--- config.mk ---
export PLATFORM = sky130hd
export DESIGN_NAME = xorshift_random_range_flat
export DESIGN_NICKNAME = d
export VERILOG_FILES = /design/src/rtl/core/xrr_pkg.sv /design/src/rtl/core/xrr_in_if.sv /design/src/rtl/core/xrr_out_if.sv /design/src/rtl/core/xrr_ctrl.sv /design/src/rtl/core/xrr_dp.sv /design/src/rtl/core/xorshift_random_range.sv /design/src/flat_wrapper.sv
export SDC_FILE = /design/constraint.sdc
export NUM_CORES = 1
export LEC_CHECK = 0
export BUFFER_PORTS_ARGS = -buffer_cell sky130_fd_sc_hd__buf_4
export CORE_MARGIN = 2
export CORE_UTILIZATION = 55
export CTS_BUF_LIST = sky130_fd_sc_hd__clkbuf_8
export DETAILED_ROUTE_END_ITERATION = 10
export PLACE_DENSITY = 0.89
export SETUP_SLACK_MARGIN = 0.4
export SKIP_LAST_GASP = 1
export SLEW_MARGIN = 20
export SYNTH_ARGS = -nofsm -noshare
export SYNTH_HDL_FRONTEND = slang
export SYNTH_HIERARCHICAL = 1
export SYNTH_SLANG_ARGS = --single-unit
--- constraint.sdc ---
create_clock -name clk -period 5.26 [get_ports clk]
set_clock_uncertainty 0.2 [all_clocks]
set_input_delay 0 -clock clk [delete_from_list [all_inputs] [get_ports clk]]
set_output_delay 0 -clock clk [all_outputs]
set_load 0.02 [all_outputs]
--- src/rtl/core/xrr_pkg.sv ---
// ----------------------------------------------------------------------------
// xrr_pkg: shared types and constants for the xorshift range generator
// Opcodes, controller state codes, command/status bundles, fixed constants.
// ----------------------------------------------------------------------------
package xrr_pkg;

  localparam int unsigned STATE_W   = 32;
  localparam int unsigned VALUE_W   = 16;
  localparam int unsigned THR_W     = 8;
  localparam int unsigned DIV_STEPS = VALUE_W;
  localparam int unsigned CNT_W     = $clog2(DIV_STEPS);

  localparam logic [STATE_W-1:0] ZERO_SUBST  = 32'h2545F491;
  localparam logic [VALUE_W-1:0] PERCENT_TOP = 16'd99;
  localparam int unsigned        SHIFT_A     = 13;
  localparam int unsigned        SHIFT_B     = 17;
  localparam int unsigned        SHIFT_C     = 5;
  localparam int unsigned        RAW_LSB     = 8;

  typedef enum logic [1:0] {
    OP_RAW     = 2'd0,
    OP_RANGE   = 2'd1,
    OP_PERCENT = 2'd2,
    OP_SEED    = 2'd3
  } xrr_op_t;

  typedef enum logic [3:0] {
    ST_IDLE = 4'b0001,
    ST_PREP = 4'b0010,
    ST_DIV  = 4'b0100,
    ST_FIN  = 4'b1000
  } xrr_state_t;

  typedef struct packed {
    logic load;
    logic prep;
    logic div_step;
    logic out_load;
  } xrr_cmd_t;

  typedef struct packed {
    logic need_div;
    logic div_last;
  } xrr_sts_t;

endpackage

--- src/rtl/core/xrr_in_if.sv ---
// ----------------------------------------------------------------------------
// xrr_in_if: request channel of the xorshift range generator
// Valid/ready handshake with the request payload.
// ----------------------------------------------------------------------------
interface xrr_in_if;
  logic        valid;
  logic        ready;
  logic [1:0]  op;
  logic [15:0] range_low;
  logic [15:0] range_high;
  logic [7:0]  percent_threshold;
  logic [31:0] seed_value;

  modport source (
    output valid, op, range_low, range_high, percent_threshold, seed_value,
    input  ready
  );
  modport sink (
    input  valid, op, range_low, range_high, percent_threshold, seed_value,
    output ready
  );
endinterface

--- src/rtl/core/xrr_out_if.sv ---
// ----------------------------------------------------------------------------
// xrr_out_if: result channel of the xorshift range generator
// Valid/ready handshake with the result payload.
// ----------------------------------------------------------------------------
interface xrr_out_if;
  logic        valid;
  logic        ready;
  logic [15:0] value;
  logic        hit;

  modport source (
    output valid, value, hit,
    input  ready
  );
  modport sink (
    input  valid, value, hit,
    output ready
  );
endinterface

--- src/rtl/core/xrr_ctrl.sv ---
// ----------------------------------------------------------------------------
// xrr_ctrl: sequencer of the xorshift range generator
// Steps one request through setup, the remainder loop and result hand-off.
// ----------------------------------------------------------------------------
module xrr_ctrl (
  input  logic              clk,
  input  logic              rst_n,
  input  logic              in_valid,
  output logic              in_ready,
  output logic              out_valid,
  input  logic              out_ready,
  input  xrr_pkg::xrr_sts_t sts,
  output xrr_pkg::xrr_cmd_t cmd
);
  import xrr_pkg::*;

  xrr_state_t state_r, state_nxt;
  logic       out_valid_r, out_valid_nxt;
  logic       out_free;

  assign in_ready  = (state_r == ST_IDLE);
  assign out_valid = out_valid_r;
  assign out_free  = !out_valid_r || out_ready;

  always_comb begin
    state_nxt    = state_r;
    cmd          = '0;
    unique case (state_r)
      ST_IDLE: begin
        if (in_valid) begin
          cmd.load  = 1'b1;
          state_nxt = ST_PREP;
        end
      end
      ST_PREP: begin
        cmd.prep  = 1'b1;
        state_nxt = sts.need_div ? ST_DIV : ST_FIN;
      end
      ST_DIV: begin
        cmd.div_step = 1'b1;
        if (sts.div_last) begin
          state_nxt = ST_FIN;
        end
      end
      ST_FIN: begin
        if (out_free) begin
          cmd.out_load = 1'b1;
          state_nxt    = ST_IDLE;
        end
      end
      default: state_nxt = ST_IDLE;
    endcase
  end

  always_comb begin
    out_valid_nxt = out_valid_r;
    if (out_valid_r && out_ready) begin
      out_valid_nxt = 1'b0;
    end
    if (cmd.out_load) begin
      out_valid_nxt = 1'b1;
    end
  end

  always_ff @(posedge clk) begin
    if (!rst_n) begin
      state_r     <= ST_IDLE;
      out_valid_r <= 1'b0;
    end else begin
      state_r     <= state_nxt;
      out_valid_r <= out_valid_nxt;
    end
  end

endmodule

--- src/rtl/core/xrr_dp.sv ---
// ----------------------------------------------------------------------------
// xrr_dp: datapath of the xorshift range generator
// Generator state, xorshift step, restoring remainder unit, result register.
// ----------------------------------------------------------------------------
module xrr_dp (
  input  logic              clk,
  input  logic              rst_n,
  input  xrr_pkg::xrr_cmd_t cmd,
  output xrr_pkg::xrr_sts_t sts,
  input  logic [1:0]        in_op,
  input  logic [15:0]       in_range_low,
  input  logic [15:0]       in_range_high,
  input  logic [7:0]        in_percent_threshold,
  input  logic [31:0]       in_seed_value,
  output logic [15:0]       out_value,
  output logic              out_hit
);
  import xrr_pkg::*;

  logic [STATE_W-1:0] gen_r;
  xrr_op_t            op_r;
  logic [VALUE_W-1:0] lo_r, hi_r;
  logic [THR_W-1:0]   thr_r;
  logic [STATE_W-1:0] seed_r;
  logic [VALUE_W-1:0] dvd_r, span_r, rem_r, val_r;
  logic [CNT_W-1:0]   cnt_r;
  logic [VALUE_W-1:0] out_value_r;
  logic               out_hit_r;

  logic [STATE_W-1:0] x0, x1, x2, x3;
  logic [VALUE_W-1:0] raw;
  logic               ranged;
  logic [VALUE_W-1:0] eff_lo, eff_hi, span_w;
  logic               empty;
  logic [VALUE_W:0]   shifted, diff;
  logic               ge;
  logic [VALUE_W-1:0] rem_nxt;

  assign x0  = (gen_r == '0) ? ZERO_SUBST : gen_r;
  assign x1  = x0 ^ (x0 << SHIFT_A);
  assign x2  = x1 ^ (x1 >> SHIFT_B);
  assign x3  = x2 ^ (x2 << SHIFT_C);
  assign raw = x3[RAW_LSB +: VALUE_W];

  assign ranged = (op_r == OP_RANGE) || (op_r == OP_PERCENT);
  assign eff_lo = (op_r == OP_PERCENT) ? '0 : lo_r;
  assign eff_hi = (op_r == OP_PERCENT) ? PERCENT_TOP : hi_r;
  assign empty  = (eff_hi <= eff_lo);
  assign span_w = VALUE_W'(eff_hi - eff_lo + VALUE_W'(1));

  assign sts.need_div = ranged && !empty && (span_w != '0);
  assign sts.div_last = (cnt_r == '0);

  assign shifted = {rem_r, dvd_r[VALUE_W-1]};
  assign diff    = shifted - {1'b0, span_r};
  assign ge      = (shifted >= {1'b0, span_r});
  assign rem_nxt = ge ? diff[VALUE_W-1:0] : shifted[VALUE_W-1:0];

  always_ff @(posedge clk) begin
    if (!rst_n) begin
      gen_r <= '0;
    end else if (cmd.prep) begin
      unique case (op_r)
        OP_SEED:               gen_r <= seed_r;
        OP_RAW:                gen_r <= x3;
        OP_RANGE, OP_PERCENT: begin
          if (!empty) begin
            gen_r <= x3;
          end
        end
        default:               gen_r <= gen_r;
      endcase
    end
  end

  always_ff @(posedge clk) begin
    if (cmd.load) begin
      op_r   <= xrr_op_t'(in_op);
      lo_r   <= in_range_low;
      hi_r   <= in_range_high;
      thr_r  <= in_percent_threshold;
      seed_r <= in_seed_value;
    end
    if (cmd.prep) begin
      unique case (op_r)
        OP_SEED: val_r <= '0;
        OP_RAW:  val_r <= raw;
        OP_RANGE, OP_PERCENT: begin
          val_r <= empty ? eff_lo : raw;
        end
        default: val_r <= '0;
      endcase
      dvd_r  <= raw;
      span_r <= span_w;
      rem_r  <= '0;
      cnt_r  <= CNT_W'(DIV_STEPS - 1);
    end
    if (cmd.div_step) begin
      rem_r <= rem_nxt;
      dvd_r <= {dvd_r[VALUE_W-2:0], 1'b0};
      cnt_r <= cnt_r - CNT_W'(1);
      if (sts.div_last) begin
        val_r <= VALUE_W'(eff_lo + rem_nxt);
      end
    end
    if (cmd.out_load) begin
      out_value_r <= val_r;
      out_hit_r   <= (op_r == OP_PERCENT) && (val_r < {{(VALUE_W-THR_W){1'b0}}, thr_r});
    end
  end

  assign out_value = out_value_r;
  assign out_hit   = out_hit_r;

endmodule

--- src/rtl/core/xorshift_random_range.sv ---
// ----------------------------------------------------------------------------
// xorshift_random_range: xorshift32 generator with range and percent draws
// Raw draw, range draw, percent test and seed load over valid/ready channels.
// ----------------------------------------------------------------------------
// One request is processed at a time. A raw draw, a seed load or an empty
// range passes accept, setup and hand-off to the result register; a range draw
// or percent test that needs a remainder also runs the one-bit-per-cycle
// restoring remainder loop (16 steps) before hand-off. The result register
// lets a new request be accepted while the previous result waits.
module xorshift_random_range (
  input  logic      clk,
  input  logic      rst_n,
  xrr_in_if.sink    in_ch,
  xrr_out_if.source out_ch
);
  import xrr_pkg::*;

  xrr_cmd_t cmd;
  xrr_sts_t sts;

  xrr_ctrl u_ctrl (
    .clk       (clk),
    .rst_n     (rst_n),
    .in_valid  (in_ch.valid),
    .in_ready  (in_ch.ready),
    .out_valid (out_ch.valid),
    .out_ready (out_ch.ready),
    .sts       (sts),
    .cmd       (cmd)
  );

  xrr_dp u_dp (
    .clk                  (clk),
    .rst_n                (rst_n),
    .cmd                  (cmd),
    .sts                  (sts),
    .in_op                (in_ch.op),
    .in_range_low         (in_ch.range_low),
    .in_range_high        (in_ch.range_high),
    .in_percent_threshold (in_ch.percent_threshold),
    .in_seed_value        (in_ch.seed_value),
    .out_value            (out_ch.value),
    .out_hit              (out_ch.hit)
  );

endmodule
--- src/flat_wrapper.sv ---
// flat-port wrapper written by rule: the top's interface ports become plain ports
module xorshift_random_range_flat import xrr_pkg::*;
  (clk, rst_n, in_ch_valid, in_ch_op, in_ch_range_low, in_ch_range_high, in_ch_percent_threshold, in_ch_seed_value, in_ch_ready, out_ch_valid, out_ch_value, out_ch_hit, out_ch_ready);
  xrr_in_if in_ch_i ();
  xrr_out_if out_ch_i ();
  input  logic clk;
  input  logic rst_n;
  input wire logic [$bits(in_ch_i.valid)-1:0] in_ch_valid;
  input wire logic [$bits(in_ch_i.op)-1:0] in_ch_op;
  input wire logic [$bits(in_ch_i.range_low)-1:0] in_ch_range_low;
  input wire logic [$bits(in_ch_i.range_high)-1:0] in_ch_range_high;
  input wire logic [$bits(in_ch_i.percent_threshold)-1:0] in_ch_percent_threshold;
  input wire logic [$bits(in_ch_i.seed_value)-1:0] in_ch_seed_value;
  output wire logic [$bits(in_ch_i.ready)-1:0] in_ch_ready;
  output wire logic [$bits(out_ch_i.valid)-1:0] out_ch_valid;
  output wire logic [$bits(out_ch_i.value)-1:0] out_ch_value;
  output wire logic [$bits(out_ch_i.hit)-1:0] out_ch_hit;
  input wire logic [$bits(out_ch_i.ready)-1:0] out_ch_ready;
  assign in_ch_i.valid = in_ch_valid;
  assign in_ch_i.op = in_ch_op;
  assign in_ch_i.range_low = in_ch_range_low;
  assign in_ch_i.range_high = in_ch_range_high;
  assign in_ch_i.percent_threshold = in_ch_percent_threshold;
  assign in_ch_i.seed_value = in_ch_seed_value;
  assign in_ch_ready = in_ch_i.ready;
  assign out_ch_valid = out_ch_i.valid;
  assign out_ch_value = out_ch_i.value;
  assign out_ch_hit = out_ch_i.hit;
  assign out_ch_i.ready = out_ch_ready;
  xorshift_random_range u_core (.clk(clk), .rst_n(rst_n), .in_ch(in_ch_i), .out_ch(out_ch_i));
endmodule
==> metrics <==
Post-DRT Antenna Nets=0; Die W=148 um; CP required=5.44 ns; clock network latency to the later pin of the worst-skew pair=0.49 ns; global-route wire length before repair=46500 um; average routed wire per standard cell=19.4 um; clock tree buffer depth=2; fin area=13800 um2; H-tree depth=4; r2r endpoint=u_core/u_dp/val_r[12]$_DFF_P_; IO Count=97; Worst Hold Path EP=u_core/u_dp/seed_r[1]$_DFFE_PP_; Power Density=280 nW/um2; mean post-synth cell area=10.5 um2; DRC errors left=0; worst setup path class=reg -> reg; Synth area leaders=edfxtp_1 (38%), dfxtp_1 (9.5%), ha_1 (8.0%); Final period util=0.901; Setup TNS=0 ns; post-synth cell types=85; number of synthesized flops with an enable pin=142; final net count=1416; CP Buf/Inv Count=2; Die ar.=21800 um2; GRT Overall Usage=0.273; port bufs=96; top-area cell type share of the netlist area=0.376; cells along the critical path=ha_2 > nand4_1 > nor4_4 > nor3_2 > a31o_4 > buf_4 > o21ai_0 > ha_1 > a21oi_1 > o21bai_1 > a31oi_1 > inv_1 > a21o_1 > a311oi_2 > o21ai_2 > a311o_1 > a31o_1; YS warnings=6; Rel. slew slack=0.334; number of buffers created by CTS=17; via count of the first global-routing pass=8923; Reg2Reg Depth=17; setup slack, reg-to-reg=0.52 ns; DRT iter0 DRCs=906; layout cells sized above 1=0.168; Clock transition at path regs=0.12 ns; CTS tree=built; pin count of the biggest net entering global routing=75; Max Clock Freq=211 MHz; cell leakage power=5.64 nW; Layout area overhead=21.2%; # rows=52; Fill cells=1410; Worst R2R Start=u_core/u_dp/rem_r[5]$_SDFFCE_PN0P_; Clk Tree Root Cell=clkbuf_8; Vias=9179; Cells after Synth=1081; critical-path maximum fanout=7; WHS Path Cells=2; Final GP Congestion=0.959; max-slew violations=0; Yosys reg bits=196; GRT overflow=0; dpl hpwl=20300 um; outcome=complete, no violations; Routed WL=29900 um; worst-margin pin slew=0.999 ns; CP Capture Type=register; fin crit period=4.74 ns; Initial Utilization=0.561; Num Clock Sinks=196; worst vdd ir=0.000191 V; hold path start=in_ch_seed_value[1]; Slowest cell on crit path=edfxtp_1; Hold/Removal Path Class=in -> reg; core area=20200 um2; antenna diode count=0; Crit path largest cell delay=0.45 ns; Die H=148 um; Setup-failing EPs final=0; initial antenna violation count=0; Max Cap Violations=0; asr flop ratio synth=0; ys flop type=edfxtp_1; Synthesized Nets=1242; RSZ-0062 raised after global routing=no; placed cell area=12300 um2; delay-heaviest family, CP=compound AO/OA/AOI/OAI gates; DR pass1 iterations=7; synthesized area=11400 um2; Arr. time, crit path=4.92 ns; crit path launch type=register; routed vias/inst=5.97; hold violation total from the final report=0; sequential element share of the synthesized area=0.471; Synth area leader=edfxtp_1
[layout make-up]
cell class	instances	area (um2)	area share
clock buffer	17	234	0.0170
clock inverter	15	148	0.0107
inverter	93	349	0.0254
multi-input combinational	745	5620	0.408
sequential	196	5350	0.389
tap	270	338	0.0246
timing repair buffer	202	1730	0.126
[cells in the final DEF, fill, tap and decap left out, types with 8 or more instances in the layout]
master         instances
buf_4                119
edfxtp_1             142
xnor2_1               59
dlygate4sd3_1         81
a21o_1                13
mux2i_1               11
a221oi_1              10
o211ai_1              13
a21boi_0               8
inv_1                 90
clkbuf_8              17
nand2b_1              14
nand2_1              100
a22oi_1                9
nand3_1                9
dfxtp_1               54
xor2_1                38
nor2b_1               18
and2_1                32
a21oi_1               47
fa_1                   9
o211a_1               11
ha_1                  62
ha_2                   9
nor3_1                12
o2bb2ai_1              8
o21ai_0               66
o21bai_1              12
a22o_1                14
nor2_1                36
nor4_1                13
[where the power goes]
part / switching (mW) / internal, mW
Clock: 0.609 / 0.350
Sequential: 0.0755 / 1.78
Combinational: 0.590 / 0.451
Total: 1.27 / 2.58
[how the worst max path moves through the flow]
stage	startpoint	endpoint	slack, ns	cells past startpoint
final	u_core/u_dp/rem_r[5]$_SDFFCE_PN0P_	u_core/u_dp/val_r[12]$_DFF_P_	0.52	17
after global routing	u_core/u_dp/rem_r[0]$_SDFFCE_PN0P_	u_core/u_dp/val_r[12]$_DFF_P_	0.34	17
after CTS	u_core/u_dp/op_r[1]$_DFFE_PP_	u_core/u_ctrl/state_r[3]$_SDFFE_PN0P_	0.41	19
after detailed placement	u_core/u_dp/op_r[0]$_DFFE_PP_	u_core/u_ctrl/state_r[3]$_SDFFE_PN0P_	0.05	19
after global placement	u_core/u_dp/op_r[1]$_DFFE_PP_	u_core/u_ctrl/state_r[3]$_SDFFE_PN0P_	0.36	19
after floorplan	u_core/u_dp/op_r[1]$_DFFE_PP_	u_core/u_ctrl/state_r[3]$_SDFFE_PN0P_	0.47	21
[synth_stat cells (15+ instances only)]
master / number
a21oi_1: 49
and2_1: 33
xor2_1: 38
nor2b_1: 19
inv_1: 92
edfxtp_1: 142
o21ai_0: 67
ha_1: 73
nor2_1: 38
dfxtp_1: 54
nor4_1: 15
xnor2_1: 59
clkbuf_1: 39
nand2_1: 101
[metal layers]
metal	GRT usage	routed length, um	up-vias
met5	0	0	-
met4	0.0913	962	0
met3	0.0494	2730	89
met2	0.445	14100	470
met1	0.371	12100	4392
li1	-	-	4228
[per-stage QoR]
step	total power, mW	hold WS [ns]	setup WS, ns	util	instances
finish	3.86	0.0190	0.522	0.680	1538
global route	4.01	0.00585	0.339	0.680	1538
CTS	3.80	0.0000724	0.407	0.673	1530
floorplan	2.51	-0.101	0.466	-	1081
global placement	2.75	-0.0216	0.355	0.609	1410
detailed placement	2.79	-0.0207	0.0529	0.609	1410
[cell families after synthesis]
kind of cell    after synthesis  share of synthesized area
flops                       196                      0.471
buf+inv                     141                     0.0488
fa+ha+maj                    83                     0.0981
xor+xnor                     97                     0.0748
simple gates                281                      0.129
mux                          14                     0.0136
compound gates              269                      0.165
[flip-flops by register name, summed over array words and instances, names as in the netlist]
register / flops
u_core/u_dp/dvd_r: 16
u_core/u_dp/thr_r: 8
u_core/u_dp/op_r: 2
u_core/u_dp/hi_r: 16
u_core/u_dp/seed_r: 32
u_core/u_ctrl/state_r: 4
u_core/u_dp/cnt_r: 4
u_core/u_ctrl/out_valid: 1
u_core/u_dp/span_r: 16
u_core/u_dp/out_hit: 1
u_core/u_dp/val_r: 16
u_core/u_dp/lo_r: 16
u_core/u_dp/rem_r: 16
u_core/u_dp/out_value: 16
u_core/u_dp/gen_r: 32
[what timing repair did]
action | in CTS | in global routing
gates resized for setup | 14 | 20
pin swaps | 14 | 14
gates cloned | 0 | 1
endpoints found under the hold margin | 111 | 0
buffers inserted | 7 | 7
endpoints found under the setup margin | 2 | 8
hold buffers | 81 | 0
Power figures use the tool's default switching activity.
